**src/rtl/core/keyframe_pose_interpolator_core_assert.svh**
```systemverilog
// Assertion macros for the keyframe pose interpolator core.
// Used by the top level; expects clk and arst_n in scope.
`ifndef KEYFRAME_POSE_INTERPOLATOR_CORE_ASSERT_SVH
`define KEYFRAME_POSE_INTERPOLATOR_CORE_ASSERT_SVH

// same-cycle implication under reset
`define KPI_ASSERT_IMP(label, ante, cons) \
	label: assert property (@(posedge clk) disable iff (!arst_n) (ante) |-> (cons)) \
		else $error("kpi check failed");

// next-cycle implication under reset
`define KPI_ASSERT_NXT(label, ante, cons) \
	label: assert property (@(posedge clk) disable iff (!arst_n) (ante) |=> (cons)) \
		else $error("kpi check failed");

`endif

```
**src/rtl/core/kpi_ram.sv**
```systemverilog
// Generic simple dual-port RAM: one write port, one registered read port.
// No dependencies.
module kpi_ram #(
	parameter int WIDTH = 32,
	parameter int DEPTH = 64
) (
	input  logic clk,
	input  logic we,
	input  logic [$clog2(DEPTH)-1:0] waddr,
	input  logic [WIDTH-1:0] wdata,
	input  logic [$clog2(DEPTH)-1:0] raddr,
	output logic [WIDTH-1:0] rdata
);

	logic [WIDTH-1:0] mem [DEPTH];

	always_ff @(posedge clk) begin
		if (we) begin
			mem[waddr] <= wdata;
		end
		rdata <= mem[raddr];
	end

endmodule

```
**config.mk**
```make
export PLATFORM = sky130hd
export DESIGN_NAME = kpi_ram
export DESIGN_NICKNAME = d
export VERILOG_FILES = /design/src/rtl/core/keyframe_pose_interpolator_core_assert.svh /design/src/rtl/core/kpi_ram.sv
export SDC_FILE = /design/constraint.sdc
export NUM_CORES = 2
export LEC_CHECK = 0
export ABC_AREA = 1
export BUFFER_PORTS_ARGS = -buffer_cell sky130_fd_sc_hd__buf_2
export CAP_MARGIN = 20
export CELL_PAD_IN_SITES_DETAIL_PLACEMENT = 1
export CELL_PAD_IN_SITES_GLOBAL_PLACEMENT = 1
export CORE_UTILIZATION = 56
export CTS_CLUSTER_SIZE = 40
export DETAILED_ROUTE_END_ITERATION = 16
export GPL_ROUTABILITY_DRIVEN = 1
export PLACE_DENSITY_LB_ADDON = 0.1
export REMOVE_ABC_BUFFERS = 1
export SYNTH_ARGS = -nofsm -noshare
export SYNTH_HDL_FRONTEND = slang
export SYNTH_SLANG_ARGS = --single-unit
export TNS_END_PERCENT = 100
```
**constraint.sdc**
```tcl
create_clock -name clk -period 12.1 [get_ports clk]
set_clock_uncertainty 0.15 [all_clocks]
set_input_delay 0 -clock clk [delete_from_list [all_inputs] [get_ports clk]]
set_output_delay 0 -clock clk [all_outputs]
set_load 0.02 [all_outputs]
```
Word-level counts from Yosys, hierarchy flattened
Memory sizes are Yosys's and may differ from the RTL's. A register that Yosys moved wholly into a read port is not among the register bits. Cells that the tools add are included.

Divide/modulo/power cells: 0. Multiply operators: 0. Equal/unequal tests: 0. $lt $le $gt $ge: 0. Add/sub/neg operators: 0. Shift operators: 0. Reduce and logical (&&, ||, !) cells: 0. Multiplexer cells: 2. Bitwise logic cells: 0.

Operator list (number): 2-to-1 mux 1 bit (2).

Memory bits (writable): 2048. Input bits: 46. Word-level logic and storage cells: 3. Flip-flop bits (word level): 0. ROM bits: 0. Output and inout port bits: 32. Memories kept: 1. Bits in latches: 0.

Memories: mem (words 64, width 32, rd ports 1, clocked after Yosys merged registers in 1, write ports 1, line kpi_ram.sv:15) `logic [WIDTH-1:0] mem [DEPTH];`.

Depth between registers and ports, before layout
Word-level depth: 2. Mapped depth: 13. Gate-level depth less buffers: 9.

Worst setup path before layout
OpenSTA, ideal clock, no wires.

Path kind: input port to flip-flop. From: in we. To: mem mem[48][0] (enable). Data arrival time: 3.628 ns. Setup slack: 7.820 ns. Data required time: 11.448 ns. Buffers on the path: 1. Library setup time: 0.502 ns. Stages: 3. Cells stage by stage: clkbuf_1 > nand4_1 > nor4_1.

Word-level cells in the longest chain between the ends: 2.

Ends and longest elaborated chain: start, declared (line kpi_ram.sv:8) `input logic we,`; 2-to-1 mux 1 bit (line kpi_ram.sv:18) `if (we) begin`; 2-to-1 mux 1 bit (not written as such) (line kpi_ram.sv:19) `mem[waddr] <= wdata;`; end, declared (line kpi_ram.sv:15).

No other way between the ends.

==> impl_metrics.json <==
{
  "outcome": "finished clean",
  "period_minus_slack_ns": 4.58,
  "drtIter0Drc": 7190,
  "critPathMaxStageDelay_ns": 0.83,
  "synthToLayoutAreaGrowth_pct": 11.3,
  "cts_buffers": 206,
  "endpoint_kind": "flip-flop",
  "setup_viol": 0,
  "power_density_nw_per_um2": 164,
  "slowest_stage": "buf_4",
  "path_max_fanout": 185,
  "clkTransAtPathRegs_ns": 0.06,
  "maxCapViolations": 0,
  "final_design_area_no_fill_um2": 92100,
  "p_leak_nw": 32.4,
  "fin_util_pct": 63.0,
  "criticalPathCategory": "in -> reg",
  "power_frac_seq_pct": 53.2,
  "tritoncts": "done",
  "synth_largest_area_cell": "edfxtp_1",
  "antenna_found_initial": 19,
  "fp-row-count": 140,
  "place.gp.congestion": 0.801,
  "cp.required_ns": 12.71,
  "yosys_warnings": 0,
  "swShare_pct": 22.9,
  "syn_inst": 6769,
  "ant_nets": 0,
  "routed_wl_um": 268000,
  "cts_setup_buffers": 0,
  "clock_latency_ns": 0.85,
  "fmax_ghz": 0.218,
  "switchingPower_mw": 3.46,
  "core_um2": 146000,
  "numPlacedInstances": 8446,
  "slew_violations": 0,
  "num-fill-cells": 14300,
  "die_h_um": 386,
  "grt_overflow": 0,
  "die_x_um": 386,
  "post-route-period-util_pct": 37.9,
  "placed_area_um2": 84900,
  "synth_top_area_share_pct": 74.3,
  "grt_pass1_vias": 59300,
  "syn_avg_cell_area_um2": 12.2,
  "dp_hpwl_um": 137000,
  "io_pins": 78,
  "io_buffers": 77,
  "synth-seq-area-share_pct": 75.1,
  "clock_path_buffers": 3,
  "clock-root-buffer": "clkbuf_16",
  "critical_path_buf_inv_count": 6,
  "timing.final.hold_violations": 0,
  "dr.pass1.iters": 6,
  "path_cells": "buf_8, buf_4, buf_4, buf_12, buf_4, nand2_1, nand3_1, nand3_1, nand3_1, nand3_1, nand2_1, nand2_1, dlygate4sd3_1, nand2_1",
  "drive_gt1_share_pct": 8.20,
  "slew_headroom_pct": 20.8,
  "startpoint_type": "input pin",
  "drcViolationCount": 0,
  "start_util_pct": 56.6,
  "clock-sinks": 2080,
  "grt_max_degree": 207,
  "synthDistinctLibCells": 16,
  "routed_via_density": 6.40,
  "power.internal_mw": 11.6,
  "crit_arrival_ns": 5.19,
  "hp-class": "in -> reg",
  "stdcell_count": 8896,
  "nets": 6850,
  "vias": 57000,
  "pwr-share-comb_pct": 6.3,
  "p_clk_share_pct": 40.5,
  "worst_slew_pin_slew_ns": 1.19,
  "crit_family": "buffers and inverters",
  "rsz0062_at_grt": "no",
  "h-tree-depth": 4,
  "peakVddDrop_v": 0.000140,
  "die-area_um2": 149000,
  "wl_per_cell_um": 30.1,
  "synthTopCellsByArea": "edfxtp_1 74%, nand3_1 12%, nand2_1 10%",
  "grt_usage_pct": 36.1,
  "grt_pass1_wl_um": 387000,
  "fin_setup_tns_ns": 0,
  "cts_hold_buf": 47,
  "synth_area_um2": 82700,
  "ys_ff_latch": 2080,
  "cts-resized-gates": 0
}
-- registers in the layout, indices dropped and copies added, names as in the netlist --
register and cells:
mem 2048, rdata 32
-- cell usage in the layout, fill, tap and decap left out, types with 2 or more instances in the layout --
| cell | count |
|---|---|
| clkinv_1 | 38 |
| clkbuf_1 | 66 |
| buf_12 | 21 |
| nor2_4 | 56 |
| dfxtp_1 | 32 |
| clkbuf_16 | 212 |
| clkinv_2 | 35 |
| inv_6 | 6 |
| nand4_1 | 9 |
| buf_8 | 3 |
| nor4_2 | 8 |
| bufinv_16 | 4 |
| buf_2 | 72 |
| dlygate4sd3_1 | 52 |
| buf_16 | 2 |
| nand2_1 | 2248 |
| nand3_1 | 1907 |
| inv_1 | 6 |
| clkbuf_8 | 21 |
| buf_4 | 125 |
| inv_8 | 2 |
| edfxtp_1 | 2048 |
-- cell usage after synthesis, drive strengths merged --
cell	count
buf	372
nor2	56
nand3	1907
nor4	8
edfxtp	2048
clkbuf	77
nand2	2248
nand4	9
inv	12
dfxtp	32
-- through the flow --
stage               hold slack [ns]  total power, mW  setup slack (ns)
finish                       0.0168             15.1              7.52
global route                 0.0225             15.4              7.29
CTS                          0.0141             15.1              7.74
detailed placement            0.282             9.07              7.32
global placement              0.280             9.03              7.47
floorplan                   -0.0511             8.58              6.41
-- final timing paths --
kind	endpoint	depth (start not counted)	slack, ns	start
worst min-delay path	rdata[4]	9	0.02	raddr[0]
worst max register to register	rdata[20]	11	9.09	mem[26][20]
worst max-delay path	rdata[15]	14	7.52	raddr[0]
worst min register to register	rdata[27]	8	0.66	mem[40][27]
-- power by group through the flow --
stage	logic, mW	registers [mW]	clock network (mW)
3_5_place_dp	0.898	8.17	0
5_1_grt	1.01	8.02	6.38
6_report	0.948	8.02	6.10
4_1_cts	0.923	8.02	6.14
2_1_floorplan	0.425	8.16	0
3_3_place_gp	0.861	8.17	0
-- cell families after synthesis --
| kind of cell | Yosys count | synth area share (%) |
|---|---|---|
| DFF | 2080 | 75.1 |
| and+or+nand+nor | 4228 | 22.1 |
| buffers and inverters | 461 | 2.78 |
-- per-layer routing --
metal	vias up	part of all wire (%)	global-route usage, %
met4	16	4.1	13.9
met1	29200	39	48.8
met2	2995	48	58.5
li1	24200	-	-
met5	-	0.041	0
met3	630	9.7	6.33
-- tightest hold or removal path, stage by stage --
cell and delay (ns):
buf_8 0.25, nand2_1 0.14, nand3_1 0.08, nand3_1 0.08, nand2_1 0.07, nand2_1 0.07
nand3_1 0.09, nand3_1 0.10, nand2_1 0.05
-- layout make-up --
class                           count  area (µm²)  share of cell area [%]
Antenna cell                        1        2.50                 0.00272
Clock buffer                      299        5840                    6.34
Timing Repair Buffer              276        2350                    2.55
Inverter                           12        83.8                  0.0910
Sequential cell                  2080       62100                    67.5
Tap cell                         1917        2400                    2.60
Clock inverter                     83         498                   0.541
Multi-Input combinational cell   4228       18800                    20.4
Note: power is estimated with default switching activity, not from simulation.
