--- src/rtl/core/keyframe_pose_interpolator_core_assert.svh ---
// Assertion macros for the keyframe pose interpolator core.
// Used by the top level; expects clk and arst_n in scope.
`ifndef KEYFRAME_POSE_INTERPOLATOR_CORE_ASSERT_SVH
`define KEYFRAME_POSE_INTERPOLATOR_CORE_ASSERT_SVH

// same-cycle implication under reset
`define KPI_ASSERT_IMP(label, ante, cons) \
	label: assert property (@(posedge clk) disable iff (!arst_n) (ante) |-> (cons)) \
		else $error("kpi check failed");

// next-cycle implication under reset
`define KPI_ASSERT_NXT(label, ante, cons) \
	label: assert property (@(posedge clk) disable iff (!arst_n) (ante) |=> (cons)) \
		else $error("kpi check failed");

`endif

--- src/rtl/core/kpi_pkg.sv ---
// Shared types and constants of the keyframe pose interpolator core.
// No dependencies; used by kpi_div, the top level and the testbench.
package kpi_pkg;

	localparam int NUM_CH = 10;
	localparam logic [3:0] CH_TIME = 4'd10;
	localparam logic [3:0] LAST_CH = 4'd9;
	localparam logic [3:0] SCALE_FIRST = 4'd7;
	localparam logic [31:0] ONE_Q16 = 32'h0001_0000;

	localparam logic [1:0] CMD_WRITE = 2'd0;
	localparam logic [1:0] CMD_QUERY_ABS = 2'd1;
	localparam logic [1:0] CMD_QUERY_ADV = 2'd2;

	localparam logic [1:0] STAT_VALID = 2'd0;
	localparam logic [1:0] STAT_NULL = 2'd1;
	localparam logic [1:0] STAT_EMPTY = 2'd2;

	localparam logic [1:0] REG_ALLOC = 2'd0;
	localparam logic [1:0] REG_FILLED = 2'd1;
	localparam logic [1:0] REG_PERIOD = 2'd2;
	localparam logic [1:0] REG_IGNORE = 2'd3;

	typedef enum logic [3:0] {
		S_IDLE, S_WRAP, S_SCAN, S_RDA, S_RDB, S_MUL, S_PROD, S_DGO, S_DIV, S_OUT, S_CONST
	} state_t;

	typedef struct packed {
		logic start;
		logic [31:0] rem_init;
		logic [31:0] dividend_lo;
		logic [31:0] divisor;
	} div_req_t;

	typedef struct packed {
		logic done;
		logic [31:0] quot;
		logic [31:0] rem;
	} div_res_t;

endpackage

--- src/rtl/core/kpi_div.sv ---
// Restoring divider, one quotient bit per cycle, 64 by 32 bits.
// Depends on kpi_pkg for the request and result structs.
module kpi_div (
	input  logic clk,
	input  logic arst_n,
	input  kpi_pkg::div_req_t req,
	output kpi_pkg::div_res_t res
);

	localparam logic [5:0] STEPS = 6'd32;

	logic [5:0] cnt_q;
	logic done_q;
	logic [31:0] rem_q;
	logic [31:0] quo_q;
	logic [31:0] div_q;
	logic [32:0] r;
	logic [32:0] diff;
	logic ge;

	assign r = {rem_q, quo_q[31]};
	assign diff = r - {1'b0, div_q};
	assign ge = !diff[32];

	always_ff @(posedge clk or negedge arst_n) begin
		if (!arst_n) begin
			cnt_q <= '0;
			done_q <= 1'b0;
		end else if (req.start) begin
			cnt_q <= STEPS;
			done_q <= 1'b0;
		end else if (cnt_q != '0) begin
			cnt_q <= cnt_q - 6'd1;
			done_q <= (cnt_q == 6'd1);
		end else begin
			done_q <= 1'b0;
		end
	end

	always_ff @(posedge clk) begin
		if (req.start) begin
			rem_q <= req.rem_init;
			quo_q <= req.dividend_lo;
			div_q <= req.divisor;
		end else if (cnt_q != '0) begin
			rem_q <= ge ? diff[31:0] : r[31:0];
			quo_q <= {quo_q[30:0], ge};
		end
	end

	assign res.done = done_q;
	assign res.quot = quo_q;
	assign res.rem = rem_q;

endmodule

--- config.mk ---
export PLATFORM = sky130hd
export DESIGN_NAME = kpi_div
export DESIGN_NICKNAME = d
export VERILOG_FILES = /design/src/rtl/core/keyframe_pose_interpolator_core_assert.svh /design/src/rtl/core/kpi_pkg.sv /design/src/rtl/core/kpi_div.sv
export SDC_FILE = /design/constraint.sdc
export NUM_CORES = 1
export LEC_CHECK = 0
export ABC_AREA = 1
export BUFFER_PORTS_ARGS = -buffer_cell sky130_fd_sc_hd__buf_2
export CAP_MARGIN = 20
export CORE_MARGIN = 1
export CORE_UTILIZATION = 51
export CTS_BUF_LIST = sky130_fd_sc_hd__clkbuf_2 sky130_fd_sc_hd__clkbuf_4 sky130_fd_sc_hd__clkbuf_8
export CTS_CLUSTER_SIZE = 16
export DETAILED_ROUTE_END_ITERATION = 16
export GPL_TIMING_DRIVEN = 0
export PLACE_DENSITY = 0.86
export SLEW_MARGIN = 10
export SYNTH_ARGS = -nofsm -noshare
export SYNTH_HDL_FRONTEND = slang
export SYNTH_SLANG_ARGS = --single-unit
--- constraint.sdc ---
create_clock -name clk -period 2.5 [get_ports clk]
set_input_delay 0.5 -clock clk [delete_from_list [all_inputs] [get_ports clk]]
set_output_delay 0.5 -clock clk [all_outputs]
set_load 0.005 [all_outputs]
**After elaboration in Yosys (flattened, before gate mapping)**

Cells that the tools add are included.

- Register bits after elaboration: 103
- Bits of input ports: 99
- Logic and storage cells: 20
- Output and inout bits: 65

- Muxes and demuxes: 9
- Reduce and logical (&&, ||, !) cells: 3
- $add $sub $neg: 2
- Equality and inequality tests: 1

Operator list:

| operator | number |
|---|---|
| $mux 32 | 5 |
| $sub 33x32->33 | 1 |
| $mux 6 | 2 |
| $eq 6x1->1 const B | 1 |
| $reduce_bool 6->1 | 1 |
| $sub 6x1->6 const B | 1 |
| $mux 1 | 2 |
| $reduce_bool 2->1 | 1 |
| $logic_not 1->1 | 1 |

**Longest topological paths before layout**

Gate-level depths: netlist (run 1).

- Depth in word-level cells: 4
- Gate-level depth with buffers: 18

**Worst setup path before layout (run 1)**

No wires, ideal clock.

- Path kind: flip-flop to flip-flop
- Start point: reg cnt_q[0]
- End point: reg quo_q[0], enable pin
- Stages on the path, launching flop included: 6
- Arrival: 2.049 ns
- Slack: 0.032 ns
- Cells stage by stage: dfrtp_1 inv_1 ha_1 nand3_1 nor2_1 inv_1

- Longest elaborated chain between the ends: 2

Ends and longest elaborated chain:

| element | RTL line | source |
|---|---|---|
| start: declaration | kpi_div.sv:12 | `logic [5:0] cnt_q;` |
| start signal: assignment | kpi_div.sv:33 | `cnt_q <= cnt_q - 6'd1;` |
| $reduce_bool 6->1 | kpi_div.sv:45 | `end else if (cnt_q != '0) begin` |
| $reduce_bool 2->1 (no line) | n/a |  |
| end signal: assignment | kpi_div.sv:43 | `quo_q <= req.dividend_lo;` |
| end signal: assignment | kpi_div.sv:47 | `quo_q <= {quo_q[30:0], ge};` |
| end: declaration | kpi_div.sv:15 | `logic [31:0] quo_q;` |

No other way between the ends.
A chain may end at the register's enable or synchronous reset.

**Worst setup path in the final report (run 1)**

- Start point: reg div_q[0]
- End point: reg rem_q[25], data pin

- Longest elaborated chain between the ends: 4

Ends and longest elaborated chain:

| element | RTL line | source |
|---|---|---|
| start: declaration | kpi_div.sv:16 | `logic [31:0] div_q;` |
| start signal: assignment | kpi_div.sv:44 | `div_q <= req.divisor;` |
| $sub 33x32->33 | kpi_div.sv:22 | `assign diff = r - {1'b0, div_q};` |
| $mux 32 | kpi_div.sv:46 | `rem_q <= ge ? diff[31:0] : r[31:0];` |
| $mux 32 | kpi_div.sv:45 |  |
| $mux 32 | kpi_div.sv:41 | `if (req.start) begin` |
| end signal: assignment | kpi_div.sv:42 | `rem_q <= req.rem_init;` |
| end signal: assignment | kpi_div.sv:46 |  |
| end: declaration | kpi_div.sv:14 | `logic [31:0] rem_q;` |

No other way between the ends. The select of a mux whose other input is x is not followed.

==> flow_summary.ini, run 1 <==
[status]
outcome = finished, violations left
violations = setup timing

[final_layout]
multi_input_area_um2 = 3840
layout.nets = 1348
post-route-util_pct = 65.8
stdcell_count = 1398
fill_cells = 1260
seq_area_um2 = 3060
antenna_cells = 0
drive_gt1_share_pct = 25.5
area_growth_pct = 25.0

[logic_synthesis]
syn_area_um2 = 7360
synthArstFlopShare_pct = 6.80
synth_cell_types = 36
synth_area_per_cell_um2 = 7.22
yosys.area.top_type = edfxtp_1
synth_nets = 1155
synth-seq-cells = 103
synth_seq_area_share_pct = 41.5
synth-main-ff-cell = edfxtp_1
synth_edf_count = 96
synthDominantCellAreaShare_pct = 39.2
postSynthCellCount = 1020
yosys_warnings = 0
synth.area.top_cells = edfxtp_1, nand2_1, inv_1, ha_1, nand3_1

[power_and_ir_drop]
p_seq_share_pct = 25.7
clockPowerShare_pct = 10.4
p_int_mw = 5.97
power.density_nw_per_um2 = 1240
peakVddDrop_v = 0.000505
switching_share_pct = 47.8
p_switching_mw = 5.47
p_leak_nw = 5.04
combPwrFrac_pct = 63.9

[setup_path]
crit_path_top_delay_cell = edfxtp_1
endpoint_kind = register
crit_path_max_incr_delay_ps = 410
worstSetupPathType = reg2reg
start_kind = register
r2r_start = div_q[0]$_DFFE_PP_
cp_common_cell = nand2_2
arrival_ps = 2710
required_ps = 2670
cp_max_fo = 6
path_cells = ha_2 > fa_2 > inv_2 > nand2_2 > nand2_2 > nand3_2 > nand2_2 > nand2_2 > nand2_2 > nand2_4 > nand2_8 > nand2_8 > nand2_8 > buf_8 > nand2_1 > nand3_2 > nand2_1
r2r_cells = 17
reg2reg_to = rem_q[25]$_DFFE_PP_
crit_start = div_q[0]$_DFFE_PP_
rrSetupSlack_ps = -30

[global_routing]
grt_max_degree = 66
gr-total-overflow = 0
grt_pass1_wl_mm = 31.3
grt_pass1_vias = 6651
grtUsageTotal_pct = 27.3
grt_antenna_before_repair = 0

[routing]
first_iter_violations = 397
viasPerCell = 5.01
vias = 7001
drtPass1Iterations = 5
wl_per_cell_um = 14.7
routed_wl_mm = 20.5
drtAntennaViolNets = 0
drc = 0

[timing]
slew_viol_final = 0
tightestPinTransition_ps = 915
min_period_ps = 2530
worst_slack_ps = -34.6
rsz0062_at_grt = true
slew_headroom_pct = 39.0
fin_crit_sh_pct = 101
skew_ps = 16.3
hold_viol = 0
clock.fmax_ghz = 0.395
setup_viol = 12

[floorplanning]
die_h_um = 122
die_w_um = 122
io_pins = 164
die-area_um2 = 14900
rows = 43
core_um2 = 14000
start_util_pct = 52.6

[clock_tree]
tritoncts = built
clkSinkCount = 103
htreeDepth = 3
numCtsBuffers = 9
clock_path_buffers = 2
clock_tree.root_cell = clkbuf_8
clk_latency_ps = 410
clk_pin_slew_ps = 120

[hold_path]
worstHoldStart = req[7]
min_path_type = in2reg
whs_path_depth = 1
hold_path_end = div_q[7]$_DFFE_PP_

[placed_design]
dpl.hpwl_mm = 15.3
numPortBuffers = 163
dp_cells = 1363
gp_congestion = 0.919

[run]
maxCapViolCount = 0
how the worst max path moves through the flow:
stage	to	slack, ps	cells past startpoint
finish	rem_q[25]$_DFFE_PP_	-30	17
global route	rem_q[15]$_DFFE_PP_	-170	14
CTS	rem_q[20]$_DFFE_PP_	-2	14
detailed placement	rem_q[25]$_DFFE_PP_	-190	16
global placement	rem_q[9]$_DFFE_PP_	-1260	3
floorplan	quo_q[0]$_DFFE_PP_	30	5
critical path, delay by kind of cell (launching register included):
kind	cells	cell delay (ps)
buf+inv	2	220
flops	1	410
fa+ha+maj	2	630
simple gates	13	1020
state kept, by name (all words and copies together), names as in the netlist:
register / flops
rem_q: 32
div_q: 32
quo_q: 32
done_q: 1
cnt_q: 6
cells by family (layout without fill, tap and decap cells):
family	after synthesis	after routing	synth area share [%]
simple gates	636	636	37.2
buf+inv	204	402	11.2
flops	103	103	41.5
fa+ha+maj	36	36	6.22
compound gates	28	28	2.24
xor+xnor	13	13	1.55
timing repair:
action,4_1_cts,5_1_grt
endpoints found under the setup margin,31,30
hold endpoints to repair,7,0
cloned,0,2
setup buffers,2,14
resized for setup,7,68
hold buffers,1,0
pin swaps,1,17
power by group through the flow:
stage	clock network, mW	registers (mW)	logic (mW)
after floorplan	0	2.89	4.38
after global placement	0	2.93	5.91
after detailed placement	0	2.93	6.02
after CTS	1.20	2.90	6.16
after global routing	1.25	2.99	8.07
final	1.19	2.94	7.30
through the flow:
stage	worst slack (ps)	TNS (ps)	hold WS (ps)	cell area (µm²)	power, mW
after global routing	-168	-4070	246	9200	12.3
after global placement	-1260	-83780	342	8400	8.84
after detailed placement	-195	-11710	340	8410	8.95
final	-34.6	-123	254	9200	11.4
after floorplan	32.2	0	204	7360	7.27
after CTS	-2.16	-2.16	243	8680	10.3
synthesized netlist by cell type, types with 2 or more instances:
library cell	number
nand3_1	79
xor2_1	5
nor2_1	51
clkbuf_1	11
o21ai_0	3
xnor2_1	8
nand3b_1	14
dfrtp_1	7
inv_1	179
nand2_2	27
nand2_1	437
a21oi_1	18
buf_6	2
nand2_4	6
ha_1	35
nand3_2	6
nor3_1	4
buf_2	3
a21o_1	2
buf_4	4
inv_2	3
edfxtp_1	96
nand4_1	7
final cells by class:
| cell class | count | area share (%) |
|---|---|---|
| Buffer | 22 | 1.85 |
| Clock buffer | 9 | 1.35 |
| Clock inverter | 7 | 1.03 |
| Inverter | 182 | 7.45 |
| Multi-Input combinational cell | 713 | 41.7 |
| Sequential cell | 103 | 33.2 |
| Tap cell | 180 | 2.45 |
| Timing Repair Buffer | 182 | 11.0 |
per-layer routing:
metal / wire length, µm / track usage (%) / up-vias / part of all wire [%]
li1: - / - / 3544 / -
met1: 9050 / 34.3 / 3188 / 44
met2: 9720 / 47.2 / 244 / 47
met3: 1450 / 6.23 / 25 / 7.1
met4: 299 / 7.01 / 0 / 1.5
met5: 0 / 0 / - / 0
layout by cell type (no fill, tap or decap), types with 5 or more instances in the layout:
cell type  synthesis  final
xnor2_1            8      8
clkbuf_1          11     11
ha_1              35     23
a21oi_1           18     17
inv_1            179    177
edfxtp_1          96     96
clkbuf_8           0      9
nand2_1          437    423
nand3_2            6     27
nand4_1            7      7
dfrtp_1            7      7
buf_2              3    165
buf_4              4     17
nor2_1            51     49
nand3_1           79     56
nand3b_1          14     14
ha_4               0      8
xor2_1             5      5
nand2_8            0      5
nand2_4            6      7
nand2_2           27     35
(Power assumes the default switching activity.)
==> run 2: changes to the inputs <==
- BUFFER_PORTS_ARGS: -buffer_cell sky130_fd_sc_hd__buf_2 -> unset
- CORE_UTILIZATION: 51 -> 60
- DONT_BUFFER_PORTS: unset -> 1
==> run 2 against run 1 <==
Effect of this change:
- the flow still finishes with violations (setup timing)
- design area fell by 7.8%
- flip-flop and latch count did not move
- sequential share of layout area rose by 2.8 points
- first-iteration DRC count rose by 27%
- largest cell class unchanged
- largest power group unchanged
==> flow_summary.ini, run 2 (synthesis results as in run 1) <==
[timing]
worst_slack_ps = -2.50
setup_viol = 1
rsz0062_at_grt = true
slew_viol_final = 0
setup_tns_ps = -2.50
tightestPinTransition_ps = 828
hold_viol = 0
min_period_ps = 2500
clock.fmax_ghz = 0.400
slew_headroom_pct = 44.8
fin_crit_sh_pct = 100
skew_ps = 17.8

[final_layout]
fill_cells = 929
layout.nets = 1184
multi_input_area_um2 = 3990
post-route-util_pct = 71.0
drive_gt1_share_pct = 15.1
antenna_cells = 0
area_growth_pct = 15.3
final_common_cell = nand2_1
final_cell_mix = nand2_1, inv_1, edfxtp_1, nand3_1, nor2_1
reg_top3 = div_q (32), quo_q (32), rem_q (32)
seq_area_um2 = 3060

[floorplanning]
die-area_um2 = 12700
rows = 40
start_util_pct = 61.5
die_h_um = 113
io_pins = 164
die_w_um = 113
core_um2 = 12000

[power_and_ir_drop]
total_power_mw = 11.4
peakVddDrop_v = 0.000581
p_leak_nw = 4.44
power.density_nw_per_um2 = 1350

[global_routing]
grt_pass1_wl_mm = 29.7
grt_max_degree = 66
grtUsageTotal_pct = 30.4
gr-total-overflow = 0
grt_pass1_vias = 6060
grt_antenna_before_repair = 0

[setup_path]
path_cells = inv_2 > ha_4 > fa_2 > inv_2 > nand2_2 > nand2_2 > nand3_2 > nand2_2 > nand2_2 > nand2_2 > nand2_4 > nand2_8 > nand2_8 > nand2_8 > buf_8 > nand2_2 > nand3_2 > nand2_1
cp_common_cell = nand2_2
path_buf_inv = 3
start_kind = register
crit_family = simple AND/OR/NAND/NOR gates
required_ps = 2670
arrival_ps = 2670
endpoint_kind = register
cp_max_fo = 5
worstSetupPathType = reg2reg
crit_path_top_delay_cell = edfxtp_1
crit_path_max_incr_delay_ps = 440
rrSetupSlack_ps = -2

[placed_design]
gp_congestion = 0.960
dpl.hpwl_mm = 14.2
numPortBuffers = 0

[routing]
routed_wl_mm = 20.1
drtPass1Iterations = 5
viasPerCell = 5.47
wl_per_cell_um = 16.7
first_iter_violations = 504
drc = 0
drtAntennaViolNets = 0
vias = 6566

[clock_tree]
tritoncts = built
clock_path_buffers = 2
htreeDepth = 3
clk_pin_slew_ps = 120
clock_tree.root_cell = clkbuf_8
clk_latency_ps = 410
clkSinkCount = 103
numCtsBuffers = 9

[run]
maxCapViolCount = 0

[status]
outcome = finished, violations left
violations = setup timing

[hold_path]
min_path_type = in2reg
## run 2: changes by cell type in the layout (fill, tap and decap cells not counted), moves of 6 or more
cell     previous run  this run
nand2_2            35        29
nand2_4             7        19
ha_4                8        15
ha_1               23        16
buf_2             165         2
nand2_1           423       417
## run 2: cell type report
class	count	area share [%]
Multi-Input combinational cell	713	47.0
Sequential cell	103	36.0
Inverter	182	8.08
Timing Repair Buffer	18	2.46
Tap cell	147	2.17
Buffer	22	1.96
Clock buffer	9	1.46
Clock inverter	7	0.855
## run 2: timing repair
item,CTS,global route
setup endpoints to repair,33,32
endpoints found under the hold margin,7,0
resized for setup,26,75
hold buffers,1,0
setup buffers,8,6
pin swaps,9,26
cloned,1,2
## run 2: power breakdown
| part | total (mW) | internal, mW | switching (mW) |
|---|---|---|---|
| clock network | 1.09 | 0.393 | 0.695 |
| registers | 3.10 | 2.53 | 0.572 |
| logic | 7.25 | 2.89 | 4.36 |
| total | 11.4 | 5.81 | 5.63 |
## run 2: stage by stage
stage	worst slack (ps)	std cells	area (µm²)	hold slack [ps]
floorplan	32.2	1020	7360	204
global placement	-621	1167	7550	205
detailed placement	-290	1167	7550	205
CTS	-4.35	1193	8000	165
global route	-107	1201	8490	159
finish	-2.50	1201	8490	173
## run 2: final timing paths
check / start / end / depth (start not counted)
worst max-delay path: quo_q[31]$_DFFE_PP_ / rem_q[27]$_DFFE_PP_ / 18
worst min-delay path: req[9] / div_q[9]$_DFFE_PP_ / 0
worst max register to register: quo_q[31]$_DFFE_PP_ / rem_q[27]$_DFFE_PP_ / 18
worst min register to register: cnt_q[0]$_DFFE_PN0P_ / cnt_q[0]$_DFFE_PN0P_ / 1
max in group asynchronous: arst_n / cnt_q[3]$_DFFE_PN0P_ / 1
min in group asynchronous: arst_n / cnt_q[0]$_DFFE_PN0P_ / 1
## run 2: metal layers
layer / GRT usage (%) / routed length [µm] / up-vias
li1: - / - / 3227
met3: 9.32 / 1780 / 48
met4: 9.96 / 533 / 0
met5: 0 / 0 / -
met2: 50.9 / 9720 / 316
met1: 37.7 / 8060 / 2975
==> run 3: changes to the inputs <==
- ABC_CLOCK_PERIOD_IN_PS: unset -> 2480
- PLACE_DENSITY: 0.86 -> 0.83
- clock period: 2.5 -> 2.48 ns (I/O delays scaled with it)
==> run 3 against run 2 <==
Effect of this change:
- the flow still finishes with violations (setup timing)
- critical path depth is 3 lower
- power is 7.9% higher
- via count is 2.0% higher
- design area is 5.4% higher
- clock power is 14% higher
- flip-flop and latch count stayed put
- combinational power is 9.8% higher
- utilization is 3.9 points higher
- hold slack worse by 3.7 ps
- register-to-register slack worse by 90 ps
==> flow_summary.ini, run 3 (synthesis results as in run 1) <==
[global_routing]
grt_pass1_vias = 6358
grt_max_degree = 66
gr-total-overflow = 0
grt_pass1_wl_mm = 31.3
grtUsageTotal_pct = 32.3
grt_antenna_before_repair = 0

[clock_tree]
clock_path_buffers = 2
htreeDepth = 3
tritoncts = built
clock_tree.root_cell = clkbuf_8
clk_pin_slew_ps = 120
numCtsBuffers = 9
clk_latency_ps = 410
clkSinkCount = 103

[final_layout]
drive_gt1_share_pct = 19.4
reg_top3 = div_q (32), quo_q (32), rem_q (32)
final_common_cell = nand2_1
post-route-util_pct = 74.8
area_growth_pct = 21.5
layout.nets = 1212
final_cell_mix = nand2_1, inv_1, edfxtp_1, nor2_1
antenna_cells = 0
final_area_um2 = 8950

[routing]
drc = 0
drtPass1Iterations = 7
wl_per_cell_um = 16.9
routed_wl_mm = 20.8
viasPerCell = 5.45
drtAntennaViolNets = 0
first_iter_violations = 519
vias = 6698

[setup_path]
worstSetupPathType = reg2reg
crit_path_top_delay_cell = edfxtp_1
required_ps = 2640
path_buf_inv = 4
start_kind = register
crit_family = simple AND/OR/NAND/NOR gates
arrival_ps = 2740
crit_path_max_incr_delay_ps = 500
path_cells = ha_4 > nand2_1 > nor2_1 > nand2_2 > inv_1 > a21oi_4 > buf_6 > nand2_4 > buf_12 > nand2_8 > nand2_8 > buf_8 > nand2_2 > nand3_2 > nand2_1
cp_max_fo = 5
endpoint_kind = register

[floorplanning]
die_w_um = 113
start_util_pct = 61.5
die_h_um = 113
core_um2 = 12000
io_pins = 164
rows = 40
die-area_um2 = 12700

[timing]
slew_headroom_pct = 45.0
slew_viol_final = 0
setup_tns_ps = -1570
holdWs_ps = 170
worst_slack_ps = -91.9
clock.fmax_ghz = 0.389
fin_crit_sh_pct = 104
hold_viol = 0
setup_viol = 31
skew_ps = 18.4
tightestPinTransition_ps = 825
min_period_ps = 2570
rsz0062_at_grt = true

[power_and_ir_drop]
peakVddDrop_v = 0.000614
total_power_mw = 12.3
power.density_nw_per_um2 = 1380
p_leak_nw = 4.59

[hold_path]
min_path_type = in2reg

[status]
outcome = finished, violations left
violations = setup timing

[run]
maxCapViolCount = 0

[placed_design]
numPortBuffers = 0
dpl_cell_area_um2 = 7550
dpl.hpwl_mm = 14.1
gp_congestion = 0.921
-- run 3: cell types whose count changed in the layout (fill, tap and decap cells not counted), moves of 3 or more --
| cell | before | now |
|---|---|---|
| buf_4 | 14 | 33 |
| nand2_2 | 29 | 46 |
| nand3_1 | 57 | 46 |
| ha_4 | 15 | 25 |
| nand3_2 | 27 | 37 |
| nand2_4 | 19 | 10 |
| ha_1 | 16 | 9 |
| nand2_1 | 417 | 411 |
| buf_12 | 3 | 6 |
| buf_6 | 5 | 8 |
| ha_2 | 4 | 1 |
-- run 3: timing repair --
action                     in CTS  in global routing
resized for setup              79                 47
pin swaps                      29                 27
hold endpoints to repair        7                  0
setup endpoints to repair      33                 33
buffers inserted               37                  4
cloned                          4                  1
hold buffers                    1                  0
-- run 3: area by class of cell --
type,instances,area (µm²)
repair buffers,47,504
well taps,147,184
clock buffers,9,124
inverters,182,686
fillers,862,3010
flip-flops and latches,103,3060
multi-input cells,713,4120
plain buffers,21,168
clock inverters,7,110
-- run 3: per-stage QoR --
| stage | worst slack, ps | std cells |
|---|---|---|
| after floorplan | 12.2 | 1020 |
| after global placement | -630 | 1167 |
| after detailed placement | -360 | 1167 |
| after CTS | -97.3 | 1225 |
| after global routing | -218 | 1229 |
| final | -91.9 | 1229 |
-- run 3: worst paths after layout --
check | from | end | slack, ps | cells after the start
setup / recovery | rem_q[23]$_DFFE_PP_ | rem_q[24]$_DFFE_PP_ | -90 | 15
hold / removal | req[18] | div_q[18]$_DFFE_PP_ | 170 | 0
setup reg to reg | rem_q[23]$_DFFE_PP_ | rem_q[24]$_DFFE_PP_ | -90 | 15
hold reg to reg | cnt_q[0]$_DFFE_PN0P_ | cnt_q[0]$_DFFE_PN0P_ | 550 | 1
max in group asynchronous | arst_n | cnt_q[3]$_DFFE_PN0P_ | 1820 | 1
min in group asynchronous | arst_n | cnt_q[0]$_DFFE_PN0P_ | 400 | 1
-- run 3: layer usage --
metal,track usage (%),vias up,part of all wire [%]
li1,-,3277,-
met1,39.5,3039,40
met2,54.4,335,47
met3,10.1,47,9.7
met4,10.9,0,2.8
met5,0,-,0
-- run 3: where the power goes --
group,internal [mW],total [mW],switching [mW]
clock,0.510,1.24,0.726
combinational,3.41,7.96,4.55
sequential,2.55,3.15,0.604
